### config.mk
export PLATFORM = sky130hd
export DESIGN_NAME = three_axis_stepper_homing_sequencer
export DESIGN_NICKNAME = d
export VERILOG_FILES = /design/src/stepseq_pkg.sv /design/src/stepseq_core.sv /design/src/three_axis_stepper_homing_sequencer.sv
export SDC_FILE = /design/constraint.sdc
export NUM_CORES = 1
export LEC_CHECK = 0
export BUFFER_PORTS_ARGS = -buffer_cell sky130_fd_sc_hd__buf_2
export CAP_MARGIN = 20
export CORE_AREA = 2 2 132 134
export DETAILED_ROUTE_END_ITERATION = 12
export DIE_AREA = 0 0 134 136
export PLACE_DENSITY = 0.56
export SLEW_MARGIN = 20
export SYNTH_ARGS = -nofsm -noshare
export SYNTH_HDL_FRONTEND = slang
export SYNTH_HIERARCHICAL = 1
export SYNTH_SLANG_ARGS = --single-unit
### constraint.sdc
create_clock -name aclk -period 3.07 [get_ports aclk]
set_input_delay 0.1535 -clock aclk [delete_from_list [all_inputs] [get_ports aclk]]
set_output_delay 0.1535 -clock aclk [all_outputs]
set_load 0.03 [all_outputs]
### src/stepseq_pkg.sv
package stepseq_pkg;

    // Half-step phase table size and phase counter width
    localparam int PHASE_COUNT = 8;
    localparam int PHASE_W     = $clog2(PHASE_COUNT);

    // Input item kinds
    localparam logic MODE_START = 1'b0;
    localparam logic MODE_TICK  = 1'b1;

    // Axis codes
    localparam logic [1:0] AXIS_X = 2'd0;
    localparam logic [1:0] AXIS_Y = 2'd1;
    localparam logic [1:0] AXIS_Z = 2'd2;

    // Action codes
    localparam logic [1:0] ACT_FWD  = 2'd0;
    localparam logic [1:0] ACT_BWD  = 2'd1;
    localparam logic [1:0] ACT_HOME = 2'd2;

    // Z pulse codes
    localparam logic [1:0] PULSE_NONE = 2'd0;
    localparam logic [1:0] PULSE_FWD  = 2'd1;
    localparam logic [1:0] PULSE_BWD  = 2'd2;

    // Sequencer state carried between the state register and the step logic
    typedef struct packed {
        logic [PHASE_W-1:0] phase_x;
        logic [PHASE_W-1:0] phase_y;
        logic [7:0]         pos_x;
        logic [7:0]         pos_y;
        logic [7:0]         pos_z;
        logic               busy;
        logic [1:0]         active_axis;
        logic [1:0]         active_action;
        logic [7:0]         remaining;
    } seq_state_t;

    // One result item
    typedef struct packed {
        logic [1:0] moved_axis;
        logic       stepped;
        logic [3:0] coil_pattern;
        logic [1:0] z_pulse;
        logic [7:0] position;
        logic       end_hit;
        logic       done_res;
    } seq_result_t;

    // Half-step coil pattern for one phase
    function automatic logic [3:0] coil_lookup(input logic [PHASE_W-1:0] phase);
        logic [3:0] coil;
        case (phase)
            3'd0:    coil = 4'h1;
            3'd1:    coil = 4'h5;
            3'd2:    coil = 4'h4;
            3'd3:    coil = 4'h6;
            3'd4:    coil = 4'h2;
            3'd5:    coil = 4'hA;
            3'd6:    coil = 4'h8;
            3'd7:    coil = 4'h9;
            default: coil = 4'h0;
        endcase
        return coil;
    endfunction

endpackage

### src/stepseq_core.sv
module stepseq_core (
    input  stepseq_pkg::seq_state_t  state_cur,
    input  logic                     mode,
    input  logic [1:0]               axis,
    input  logic [1:0]               action,
    input  logic [7:0]               step_count,
    input  logic                     end_x,
    input  logic                     end_y,
    input  logic                     end_z,
    output stepseq_pkg::seq_state_t  state_next,
    output stepseq_pkg::seq_result_t result,
    output logic                     result_valid
);

    logic end_closed;
    logic do_step;
    logic step_fwd;
    logic done;

    // Pick the end switch of the active axis
    always_comb begin
        case (state_cur.active_axis)
            stepseq_pkg::AXIS_X: end_closed = end_x;
            stepseq_pkg::AXIS_Y: end_closed = end_y;
            default:             end_closed = end_z;
        endcase
    end

    // Decide the step, update state and build the result
    always_comb begin
        state_next   = state_cur;
        result       = '0;
        result_valid = 1'b0;
        do_step      = 1'b0;
        step_fwd     = 1'b0;
        done         = 1'b0;

        if (mode == stepseq_pkg::MODE_START) begin
            // Load a command; drop bad axis or action codes
            if ((axis == stepseq_pkg::AXIS_X || axis == stepseq_pkg::AXIS_Y ||
                 axis == stepseq_pkg::AXIS_Z) &&
                (action == stepseq_pkg::ACT_FWD || action == stepseq_pkg::ACT_BWD ||
                 action == stepseq_pkg::ACT_HOME)) begin
                state_next.active_axis   = axis;
                state_next.active_action = action;
                state_next.remaining     = step_count;
                state_next.busy          = 1'b1;
            end
        end else if (state_cur.busy) begin
            result_valid = 1'b1;
            if (state_cur.active_action == stepseq_pkg::ACT_HOME) begin
                if (end_closed) begin
                    // Home reached: zero the position
                    case (state_cur.active_axis)
                        stepseq_pkg::AXIS_X: state_next.pos_x = '0;
                        stepseq_pkg::AXIS_Y: state_next.pos_y = '0;
                        default:             state_next.pos_z = '0;
                    endcase
                    result.end_hit = 1'b1;
                    done           = 1'b1;
                end else begin
                    do_step = 1'b1;
                end
            end else if (state_cur.remaining == '0) begin
                done = 1'b1;
            end else if (state_cur.active_action == stepseq_pkg::ACT_BWD && end_closed) begin
                result.end_hit = 1'b1;
                done           = 1'b1;
            end else begin
                do_step              = 1'b1;
                step_fwd             = (state_cur.active_action == stepseq_pkg::ACT_FWD);
                state_next.remaining = state_cur.remaining - 8'd1;
                done                 = (state_cur.remaining == 8'd1);
            end

            // Perform one step on the active axis
            if (do_step) begin
                result.stepped = 1'b1;
                case (state_cur.active_axis)
                    stepseq_pkg::AXIS_X: begin
                        result.coil_pattern = stepseq_pkg::coil_lookup(state_cur.phase_x);
                        state_next.phase_x  = step_fwd ? state_cur.phase_x + 1'b1
                                                       : state_cur.phase_x - 1'b1;
                        state_next.pos_x    = step_fwd ? state_cur.pos_x + 8'd1
                                                       : state_cur.pos_x - 8'd1;
                    end
                    stepseq_pkg::AXIS_Y: begin
                        result.coil_pattern = stepseq_pkg::coil_lookup(state_cur.phase_y);
                        state_next.phase_y  = step_fwd ? state_cur.phase_y + 1'b1
                                                       : state_cur.phase_y - 1'b1;
                        state_next.pos_y    = step_fwd ? state_cur.pos_y + 8'd1
                                                       : state_cur.pos_y - 8'd1;
                    end
                    default: begin
                        result.z_pulse   = step_fwd ? stepseq_pkg::PULSE_FWD
                                                    : stepseq_pkg::PULSE_BWD;
                        state_next.pos_z = step_fwd ? state_cur.pos_z + 8'd1
                                                    : state_cur.pos_z - 8'd1;
                    end
                endcase
            end

            if (done) begin
                state_next.busy = 1'b0;
            end

            // Report the position after this tick
            result.moved_axis = state_cur.active_axis;
            result.done_res   = done;
            case (state_cur.active_axis)
                stepseq_pkg::AXIS_X: result.position = state_next.pos_x;
                stepseq_pkg::AXIS_Y: result.position = state_next.pos_y;
                default:             result.position = state_next.pos_z;
            endcase
        end
    end

endmodule

### src/three_axis_stepper_homing_sequencer.sv
// Three-axis stepper sequencer with homing.
// Input channel (s_valid/s_ready): a start item (s_mode = 0) loads axis,
// action and step count for a new command; a tick item (s_mode = 1)
// carries the three end-switch levels and performs at most one step of the
// active command. Start items, ticks while idle, and starts with a bad axis
// or action code produce no result.
// Result channel (m_valid/m_ready): one item per tick while a command is
// active, with coil pattern (X, Y), Z pulse, new position and done flag.
// A result appears in the cycle after its tick is accepted, held in the
// output register. Throughput: one item per cycle unless the receiver
// stalls; step logic is combinational between state and output registers.
// The input side takes a new item while the output register is empty or
// is being drained in the same cycle, so a stalled receiver stops input
// only while a result waits.
// Reset (aresetn low, synchronous) zeroes phases, positions and the active
// command and empties the output register.
module three_axis_stepper_homing_sequencer (
    input  logic       aclk,
    input  logic       aresetn,
    input  logic       s_valid,
    output logic       s_ready,
    input  logic       s_mode,
    input  logic [1:0] s_axis,
    input  logic [1:0] s_action,
    input  logic [7:0] s_step_count,
    input  logic       s_end_x,
    input  logic       s_end_y,
    input  logic       s_end_z,
    output logic       m_valid,
    input  logic       m_ready,
    output logic [1:0] m_moved_axis,
    output logic       m_stepped,
    output logic [3:0] m_coil_pattern,
    output logic [1:0] m_z_pulse,
    output logic [7:0] m_position,
    output logic       m_end_hit,
    output logic       m_done_res
);

    stepseq_pkg::seq_state_t  state_reg, state_next;
    stepseq_pkg::seq_result_t result_reg, result_next;
    logic                     result_valid;
    logic                     m_valid_reg;
    logic                     s_fire;

    stepseq_core u_core (
        .state_cur    (state_reg),
        .mode         (s_mode),
        .axis         (s_axis),
        .action       (s_action),
        .step_count   (s_step_count),
        .end_x        (s_end_x),
        .end_y        (s_end_y),
        .end_z        (s_end_z),
        .state_next   (state_next),
        .result       (result_next),
        .result_valid (result_valid)
    );

    // Accept while the output register is free or drains this cycle
    assign s_ready = !m_valid_reg || m_ready;
    assign s_fire  = s_valid && s_ready;

    // Advance the sequencer state on each accepted item
    always_ff @(posedge aclk) begin
        if (!aresetn) begin
            state_reg <= '0;
        end else if (s_fire) begin
            state_reg <= state_next;
        end
    end

    // Load or drain the output register
    always_ff @(posedge aclk) begin
        if (!aresetn) begin
            m_valid_reg <= 1'b0;
        end else if (s_fire && result_valid) begin
            m_valid_reg <= 1'b1;
        end else if (m_ready) begin
            m_valid_reg <= 1'b0;
        end
    end

    always_ff @(posedge aclk) begin
        if (s_fire && result_valid) begin
            result_reg <= result_next;
        end
    end

    assign m_valid        = m_valid_reg;
    assign m_moved_axis   = result_reg.moved_axis;
    assign m_stepped      = result_reg.stepped;
    assign m_coil_pattern = result_reg.coil_pattern;
    assign m_z_pulse      = result_reg.z_pulse;
    assign m_position     = result_reg.position;
    assign m_end_hit      = result_reg.end_hit;
    assign m_done_res     = result_reg.done_res;

endmodule

# --- Yosys cells after proc, flatten, opt, wreduce, memory -nomap -nowiden ---
# Memories as Yosys holds them, arrays and structs flattened. A register that Yosys moved wholly into a read port is not among the register bits.
# Index checks and enable logic that the tools add are counted.
classes:
  add_sub_neg: 11
  n_eq_ne: 12
  mux: 57
  n_bitwise: 3
  reduce_logical: 27
op_table:
  columns: ["operator", "count"]
  rows:
  - ["$mux 8", 14]
  - ["$mux 24", 3]
  - ["$sub 8x1->8 const B", 4]
  - ["$mux 1", 27]
  - ["$add 8x1->8 const B", 3]
  - ["$mux 3", 6]
  - ["$pmux 8 s2", 1]
  - ["$mux 13", 1]
  - ["$reduce_and 5->1", 2]
  - ["$reduce_and 3->1", 3]
  - ["$eq 2x1->1 const B", 4]
  - ["$eq 8x1->1 const B", 1]
  - ["$logic_not 2->1", 4]
  - ["$logic_not 8->1", 1]
  - ["$pmux 4 s2", 1]
  - ["$mux 7", 1]
  - ["$add 3x1->3 const B", 2]
  - ["$eq 2x2->1 const B", 3]
  - ["$ne 2x2->1 const B", 3]
  - ["$reduce_and 6->1", 1]
  - ["$sub 3x1->3 const B", 2]
  - ["$logic_or 1x1->1", 5]
  - ["$reduce_or 5->1", 1]
  - ["$logic_and 1x1->1", 4]
  - ["8 further kinds", 13]
totals:
  regBits: 63
  romBits: 64
  mem_count: 2
mem_list:
  columns: ["memory", "depth", "width", "read_ports", "rd_ports_with_merged_regs", "wr", "line_no", "text"]
  rows:
  - ["(no name shown)", 8, 4, 1, 1, 0, "stepseq_pkg.sv:53", "case (phase)"]
  - ["(no name shown)", 8, 4, 1, 1, 0, "stepseq_pkg.sv:53", null]

# --- Longest topological paths before layout ---
# Gate-level depths: netlist of run 1.
logic_depth:
  depth_word: 12
  ltp_mapped: 16
  depth_no_buf: 16

# --- Hierarchy ---
# Netlist of run 1, hierarchy kept.
by_module_without_submodules:
  columns: ["mod", "instances", "cells_each", "area_each_um2", "seq_area_each_um2"]
  rows:
  - ["stepseq_core", 1, 401, 2598.7, 0.0]
  - ["three_axis_stepper_homing_sequencer", 1, 212, 2393.5, 1451.4]

# --- Least setup slack after synthesis of run 1 ---
# Ideal clock, no wire load.
synth_path:
  path_type: "register to register"
  startpoint: "reg state_reg[0] in the netlist's numbering"
  endpoint: "reg result_reg (netlist bit m_position[6]) (data pin)"
  setup_ns: 0.267
  t_arrival_ns: 3.028
  required_time_ns: 2.803
  slack_ns: -0.225
  path_stages_with_launch: 15
  path_buffers: 0
  path_cell_list: "dfxtp_1 inv_1 ha_1 nor3b_1 nand2_2 nand3_2 inv_2 fa_1 nor2b_1 o21ai_0 a21boi_0 o21a_1 or3_1 a32oi_1 o211ai_1"
synth_via:
  elab_chain_len: 9
  word_cells_on_any_way: 17
synth_lines:
  columns: ["item", "line_no", "text"]
  rows:
  - ["from (decl)", "three_axis_stepper_homing_sequencer.sv:40", "stepseq_pkg::seq_state_t state_reg, state_next;"]
  - ["from (signal assigned)", "three_axis_stepper_homing_sequencer.sv:69", "state_reg <= state_next;"]
  - ["$logic_not 8->1 (*)", "stepseq_core.sv:64", "end else if (state_cur.remaining == '0) begin"]
  - ["$mux 1", "stepseq_core.sv:64", null]
  - ["$mux 1", "stepseq_core.sv:51", "if (state_cur.active_action == stepseq_pkg::ACT_HOME) begin"]
  - ["$mux 1", "stepseq_core.sv:49", "end else if (state_cur.busy) begin"]
  - ["$mux 1", "stepseq_core.sv:38", "if (mode == stepseq_pkg::MODE_START) begin"]
  - ["$mux 8, on equally long branches", "stepseq_core.sv:97, stepseq_core.sv:84, stepseq_core.sv:91", null]
  - ["$mux 8", "stepseq_core.sv:79", "case (state_cur.active_axis)"]
  - ["$mux 24 (*)", "stepseq_core.sv:77", "if (do_step) begin"]
  - ["$pmux 8 s2 (*)", "stepseq_core.sv:110", "case (state_cur.active_axis)"]
  - ["to (signal assigned)", "three_axis_stepper_homing_sequencer.sv:86", "result_reg <= result_next;"]
  - ["to (decl)", "three_axis_stepper_homing_sequencer.sv:41", "stepseq_pkg::seq_result_t result_reg, result_next;"]
# Mark *: on every way between the ends. The rest lies on a longest branch, timed or not. The select of a mux whose other input is x is not followed.
# A chain may end at the register's enable or synchronous reset.

# --- Worst setup path after layout of run 1 ---
layout_path:
  startpoint: "reg state_reg[5] in the netlist's numbering"
  endpoint: "reg state_reg[36] in the netlist's numbering"
layout_via:
  elab_chain_len: 8
  word_cells_on_any_way: 12
layout_lines:
  columns: ["item", "line_no", "text"]
  rows:
  - ["$logic_not 8->1 (*)", "stepseq_core.sv:64", null]
  - ["$mux 1", "stepseq_core.sv:64", null]
  - ["$mux 1", "stepseq_core.sv:51", null]
  - ["$mux 1", "stepseq_core.sv:49", null]
  - ["$mux 1", "stepseq_core.sv:38", null]
  - ["$mux 8", "stepseq_core.sv:84", "state_next.pos_x = step_fwd ? state_cur.pos_x + 8'd1"]
  - ["$mux 8", "stepseq_core.sv:79", null]
  - ["$mux 24 (*)", "stepseq_core.sv:77", null]
# Marked as above.

==> summary.md, run 1 <==
| Metric | Value |
|---|---|
| WL per Instance | 15.2 microns |
| Sw Ratio | 0.322 |
| First-pass GRT wire length | 21,800 microns |
| Hold Fails Final Rpt | 0 |
| Max_slew headroom | 0.442 |
| Hold path cells | 3 |
| Routed wire length | 13,800 microns |
| TritonCTS clock tree | yes |
| Flop pwr share | 0.319 |
| Critical path cell sequence | nor4_4, nand2_4, nand3_4, buf_6, ha_4, nand3_4, a31oi_4, o41a_1, xnor2_2, and2_1, o21ai_1, o31ai_1, nand2_1, mux2i_1 |
| DR vias | 4,610 |
| CTS sink cnt | 63 |
| Fill cell count | 1,759 |
| Total track usage | 0.153 |
| Number of port buffers | 40 |
| Ys Warns | 6 |
| Max cap viols | 0 |
| GRT Residual Overflow | 0 |
| Crit path top cell by count | nand3_4 |
| Min Hold Slack | 0.134 ns |
| Synth-to-Final Area Change | 22.5% |
| CP endpoint kind | flop |
| Die area | 18,200 sq um |
| Worst Hold Class | in -> reg |
| Area leader, netlist | dfxtp_1 |
| Die width | 134 microns |
| Synth cell count leaders | nand2_1 (144), mux2i_1 (47), o21ai_0 (47) |
| Sequential-to-total area share from yosys stat | 0.291 |
| CTS Hold Bufs | 0 |
| Clock share of power | 0.363 |
| Nature of the critical path startpoint | flop |
| Initial DRC Count | 295 |
| Synth Area in Compound Gates | 0.175 |
| Clock Skews | 0.0101 ns |
| Via-per-instance ratio | 5.07 |
| Cell count after synthesis | 613 |
| Synth top area cells | dfxtp_1 (18%), edfxtp_1 (11%), nand2_1 (11%) |
| Multiplexer share of the synthesized area | 0.0995 |
| Hold Crit Start | s_valid |
| Unrepaired setup endpoints after global routing | true |
| Largest family of logic cells by synthesized area | simple AND/OR/NAND/NOR gates |
| Most used DFF post-synth | dfxtp_1 |
| Status | finished clean |
| Hold EP | m_valid |
| Fin Setup TNS | 0 ns |
| Comb power frac | 0.319 |
| Pleak | 2.41 nW |
| I/O pin cnt | 41 |
| Drc violations | 0 |
| Initial Utilization | 0.296 |
| Post-synth ARST share | 0 |
| R2R depth | 14 |
| Fmax | 333 MHz |
| Syn nets | 661 |
| Final antenna-violating net count | 0 |
| Peak VDD IR | 0.000245 V |
| Switching pwr | 895 uW |
| R2r setup slk | 0.07 ns |
| Final setup fails | 0 |
| Post-Synth Adder-Cell Area | 0.0777 |
| Mean Syn Cell Area | 8.14 sq um |
| Vias in the first global route | 4,200 |
| Share of the synthesized area in the top cell type | 0.176 |
| Max Buffers Root-to-Sink | 2 |
| CP peak stage delay | 0.54 ns |
| Worst Tran Pin Value | 0.837 ns |
| H-tree depth | 3 |
| Power per cell area | 454 nW/um^2 |
| Max reg flops | 43 |
| Worst-path clk slew | 0.06 ns |
| Post-detail-place hpwl | 9540 microns |
| Synth Area in XOR/XNOR | 0.0368 |
| Core ar. | 16,900 sq um |
| Worst Slack Setup Final | 0.0673 ns |
| Simple-gate share of the synthesized area | 0.257 |
| Die H | 136 microns |
| Root buf cell | clkbuf_16 |
| Most frequent cell after synthesis | nand2_1 |
| EDFF count, synth | 19 |
| Post-Syn Area | 4990 sq um |
| RR Endpoint | state_reg[36] |
| Synth Register Bits | 63 |
| Drt pass-1 iters | 5 |
| Clock Latency Late Sink | 0.35 ns |
| Required time of the critical path | 3.27 ns |
| Final min period | 3.00 ns |
| Ratio of final minimum period to clock period | 0.978 |
| Crit Path Class | reg -> reg |
| Share of layout cells above drive strength 1 | 0.222 |
| CP startpoint | state_reg[5] |
| Reg2Reg Launch Point | state_reg[5] |
| Setup WS pre-CTS | -0.0509 ns |
| Total chip power | 2.78 mW |
| Largest net degree at the start of global routing | 51 |
| Post-synthesis cell type count | 72 |
| Highest-delay cell along the critical path | o41a_1 |
| Total CTS buffers | 9 |
| Placed inst area | 5550 sq um |
| Row Count | 48 |
| Final Wtd Congestion | 0.857 |
| Final net count | 727 |
| Cell area after layout | 6110 sq um |
| Antenna cells | 0 |
| Arr. time, crit path | 3.20 ns |
| Slew Limit Fails | 0 |
| Initial antenna violation count | 0 |
| Internal | 1.88 mW |
| Crit-path max FO | 6 |
-- cell usage in the layout (no fill, tap or decap), types with 7 or more instances in the layout --
cell / netlist / layout
o211ai_1: 7 / 7
buf_4: 1 / 41
nor2b_1: 10 / 9
buf_2: 2 / 40
ha_1: 23 / 18
o21ai_0: 47 / 38
xnor2_1: 16 / 14
mux2i_1: 47 / 47
o21ai_1: 4 / 11
clkbuf_16: 0 / 9
a21oi_1: 18 / 16
nor3_1: 8 / 8
dfxtp_1: 44 / 41
inv_1: 19 / 17
edfxtp_1: 19 / 19
nand3_1: 24 / 23
nor2_1: 33 / 33
nand2_1: 144 / 144
-- what timing repair did --
action	in CTS	in global routing
gates resized for setup	2	47
pin swaps	2	18
gates cloned	0	1
setup buffers	0	8
endpoints found under the setup margin	2	12
-- critical path, delay by kind of cell, from the launching register on --
family / cells / cell delay, ns
AOI/OAI and AO/OA: 4 / 0.83
xor gates and xnor gates: 1 / 0.19
adders and majority gates: 1 / 0.21
buffers and inverters: 1 / 0.16
DFF: 1 / 0.36
muxes: 1 / 0.06
and+or+nand+nor: 6 / 1.02
-- cell type report --
cell class                      instances  area, sq um  share of cell area
Timing Repair Buffer                   85          562              0.0919
Tap cell                              225          282              0.0460
Clock inverter                          5         50.0             0.00819
Inverter                               22         85.1              0.0139
Sequential cell                        63         1460               0.238
Clock buffer                           11          233              0.0381
Multi-Input combinational cell        498         3440               0.563
-- stage by stage --
step / util / cells
CTS: 0.346 / 900
finish: 0.362 / 909
global placement: 0.329 / 884
detailed placement: 0.329 / 884
global route: 0.362 / 909
floorplan: - / 613
-- metal layers --
layer  global-route usage  wire length [microns]  share of wire  vias up
li1                     -                      -              -     2317
met1                0.205                   6830           0.49     2155
met2                0.238                   6170           0.45      118
met3               0.0291                    566          0.041       20
met4               0.0691                    277          0.020        0
met5                    0                      0              0        -
-- worst max path at each step --
stage	slack, ns	depth (start not counted)	end
global placement	-0.04	15	m_position[6]
detailed placement	-0.05	15	m_position[6]
CTS	0.02	14	m_position[7]
finish	0.07	14	state_reg[36]
global route	-0.06	14	state_reg[36]
floorplan	0.005	14	m_position[6]
-- kinds of logic (layout without fill, tap and decap cells) --
| group | after synthesis | after routing |
|---|---|---|
| XOR/XNOR | 21 | 21 |
| adder cells (fa/ha/maj) | 28 | 28 |
| multiplexers | 49 | 49 |
| buffers and inverters | 53 | 123 |
| AND/OR/NAND/NOR | 269 | 270 |
| flip-flops | 63 | 63 |
| AO/OA/AOI/OAI | 130 | 130 |
-- power groups by stage --
stage / combinational [mW] / sequential, mW / clock [mW]
after floorplan: 0.541 / 0.900 / 0
after global placement: 0.755 / 0.901 / 0
after detailed placement: 0.757 / 0.901 / 0
after CTS: 0.764 / 0.884 / 1.04
after global routing: 0.968 / 0.886 / 1.06
final: 0.885 / 0.885 / 1.01
(Power assumes the default switching activity.)
==> run 2, diff against run 1 <==
--- a/config.mk
+++ b/config.mk
@@ -7,9 +7,9 @@
 export LEC_CHECK = 0
 export BUFFER_PORTS_ARGS = -buffer_cell sky130_fd_sc_hd__buf_2
 export CAP_MARGIN = 20
-export CORE_AREA = 2 2 132 134
+export CORE_AREA = 2 2 158 113
 export DETAILED_ROUTE_END_ITERATION = 12
-export DIE_AREA = 0 0 134 136
+export DIE_AREA = 0 0 160 115
 export PLACE_DENSITY = 0.56
 export SLEW_MARGIN = 20
 export SYNTH_ARGS = -nofsm -noshare
==> summary.md, run 2 (synthesis results as in run 1) <==
| Metric | Value |
|---|---|
| Status | finished, violations left |
| Failing checks | setup timing |
| Fmax | 324 MHz |
| Initial DRC Count | 282 |
| Highest-delay cell along the critical path | nor4_4 |
| Reg2Reg Launch Point | state_reg[4] |
| Worst-path clk slew | 0.06 ns |
| Setup WS pre-CTS | 0.0890 ns |
| Max cap viols | 0 |
| Final antenna-violating net count | 0 |
| Drt pass-1 iters | 5 |
| Arr. time, crit path | 3.16 ns |
| Largest net degree at the start of global routing | 49 |
| Fill cell count | 1,795 |
| Critical path buffer and inverter count | 3 |
| Power per cell area | 445 nW/um^2 |
| Die width | 160 microns |
| Initial Utilization | 0.295 |
| Delay-heaviest family, CP | compound AO/OA/AOI/OAI gates |
| Stages on the worst setup path | 13 |
| Commonest non-fill, non-tap cell in the layout | nand2_1 |
| CP startpoint | state_reg[4] |
| Unrepaired setup endpoints after global routing | true |
| Final min period | 3.09 ns |
| First-pass GRT wire length | 22,600 microns |
| Total CTS buffers | 9 |
| CTS sink cnt | 63 |
| Fin Setup TNS | -0.0182 ns |
| I/O pin cnt | 41 |
| Ratio of final minimum period to clock period | 1.01 |
| Nature of the critical path startpoint | flop |
| Crit Path Class | reg -> reg |
| H-tree depth | 3 |
| Synth-to-Final Area Change | 21.6% |
| Worst Slack Setup Final | -0.0182 ns |
| CP endpoint kind | flop |
| Required time of the critical path | 3.14 ns |
| Antenna cells | 0 |
| WL per Instance | 15.2 microns |
| Crit path top cell by count | o211ai_1 |
| Core ar. | 16,900 sq um |
| Most frequent cells in the layout | nand2_1 (144), mux2i_1 (47), buf_4 (46), o21ai_0 (42), dfxtp_1 (41) |
| R2r setup slk | -0.02 ns |
| R2R depth | 13 |
| Crit-path max FO | 7 |
| Pleak | 2.41 nW |
| DR vias | 4,636 |
| Slew Limit Fails | 0 |
| Row Count | 40 |
| RR Endpoint | m_position[6] |
| Total track usage | 0.156 |
| Max Buffers Root-to-Sink | 2 |
| Peak VDD IR | 0.000321 V |
| Hold Fails Final Rpt | 0 |
| Vias in the first global route | 4,164 |
| FF/Latch Area | 1460 sq um |
| Clock Skews | 0.0104 ns |
| CP Capture Point | m_position[6] |
| Max_slew headroom | 0.446 |
| Area of the multi-input gates | 3350 sq um |
| Die area | 18,400 sq um |
| Total chip power | 2.70 mW |
| Post-detail-place hpwl | 9860 microns |
| Critical path cell sequence | nor4_4, nand2_2, nand3_4, buf_12, buf_8, ha_4, nor2b_4, o211ai_1, a31oi_1, buf_4, o311a_1, o21ai_1, o211ai_1 |
| TritonCTS clock tree | yes |
| Share of layout cells above drive strength 1 | 0.217 |
| Initial antenna violation count | 0 |
| Final net count | 731 |
| Drc violations | 0 |
| Max reg flops | 43 |
| Worst Hold Class | in -> reg |
| Via-per-instance ratio | 5.04 |
| Post-route core utilization | 0.359 |
| CP peak stage delay | 0.40 ns |
| Final Wtd Congestion | 0.908 |
| Clock Latency Late Sink | 0.34 ns |
| GRT Residual Overflow | 0 |
| Worst Tran Pin Value | 0.831 ns |
| Die H | 115 microns |
| Number of port buffers | 40 |
| Routed wire length | 14,000 microns |
| Root buf cell | clkbuf_16 |
| Final setup fails | 1 |
[run 2: changes by cell type in the layout (fill, tap and decap cells not counted), moves of 3 or more]
cell and delta:
o21ai_0 +4, buf_4 +5, buf_6 -3, a31oi_1 +3
[run 2: power breakdown]
group | internal [mW] | switching, mW | leakage, nW
combinational | 0.389 | 0.483 | 1.71
sequential | 0.868 | 0.0149 | 0.569
clock | 0.547 | 0.398 | 0.134
total | 1.80 | 0.896 | 2.41
[run 2: layout make-up]
cell class	instances	share of cell area
clock inverters	5	0.00557
repair buffers	90	0.102
multi-input cells	497	0.552
inverters	22	0.0140
well taps	231	0.0476
flip-flops and latches	63	0.240
clock buffers	11	0.0384
[run 2: worst min-delay path, stage by stage]
cell and delay (ns):
buf_2 0.07, nand2b_4 0.12, a21boi_0 0.07
[run 2: routing by layer]
metal,vias to the layer above,wire length [microns],GRT usage
li1,2323,-,-
met2,151,5390,0.214
met1,2145,7400,0.242
met4,0,195,0.0372
met3,17,974,0.0343
met5,-,0,0
[run 2: how the worst min path moves through the flow]
stage                        from      end  depth (start not counted)
after floorplan           s_valid  m_valid                          2
after CTS                 m_ready  m_valid                          3
after global routing      m_ready  m_valid                          3
after global placement    m_ready  m_valid                          3
after detailed placement  m_ready  m_valid                          3
final                     m_ready  m_valid                          3
[run 2: repair_timing]
action / 4_1_cts / 5_1_grt
hold buffers: 0 / 0
endpoints found under the setup margin: 0 / 10
buffers inserted: 0 / 8
gates resized for setup: 0 / 33
[run 2: stage by stage]
step	cells	area, sq um	hold slack (ns)
final	919	6070	0.130
after CTS	912	5890	0.115
after detailed placement	896	5620	0.483
after floorplan	613	5000	0.332
after global routing	919	6070	0.136
after global placement	896	5620	0.486
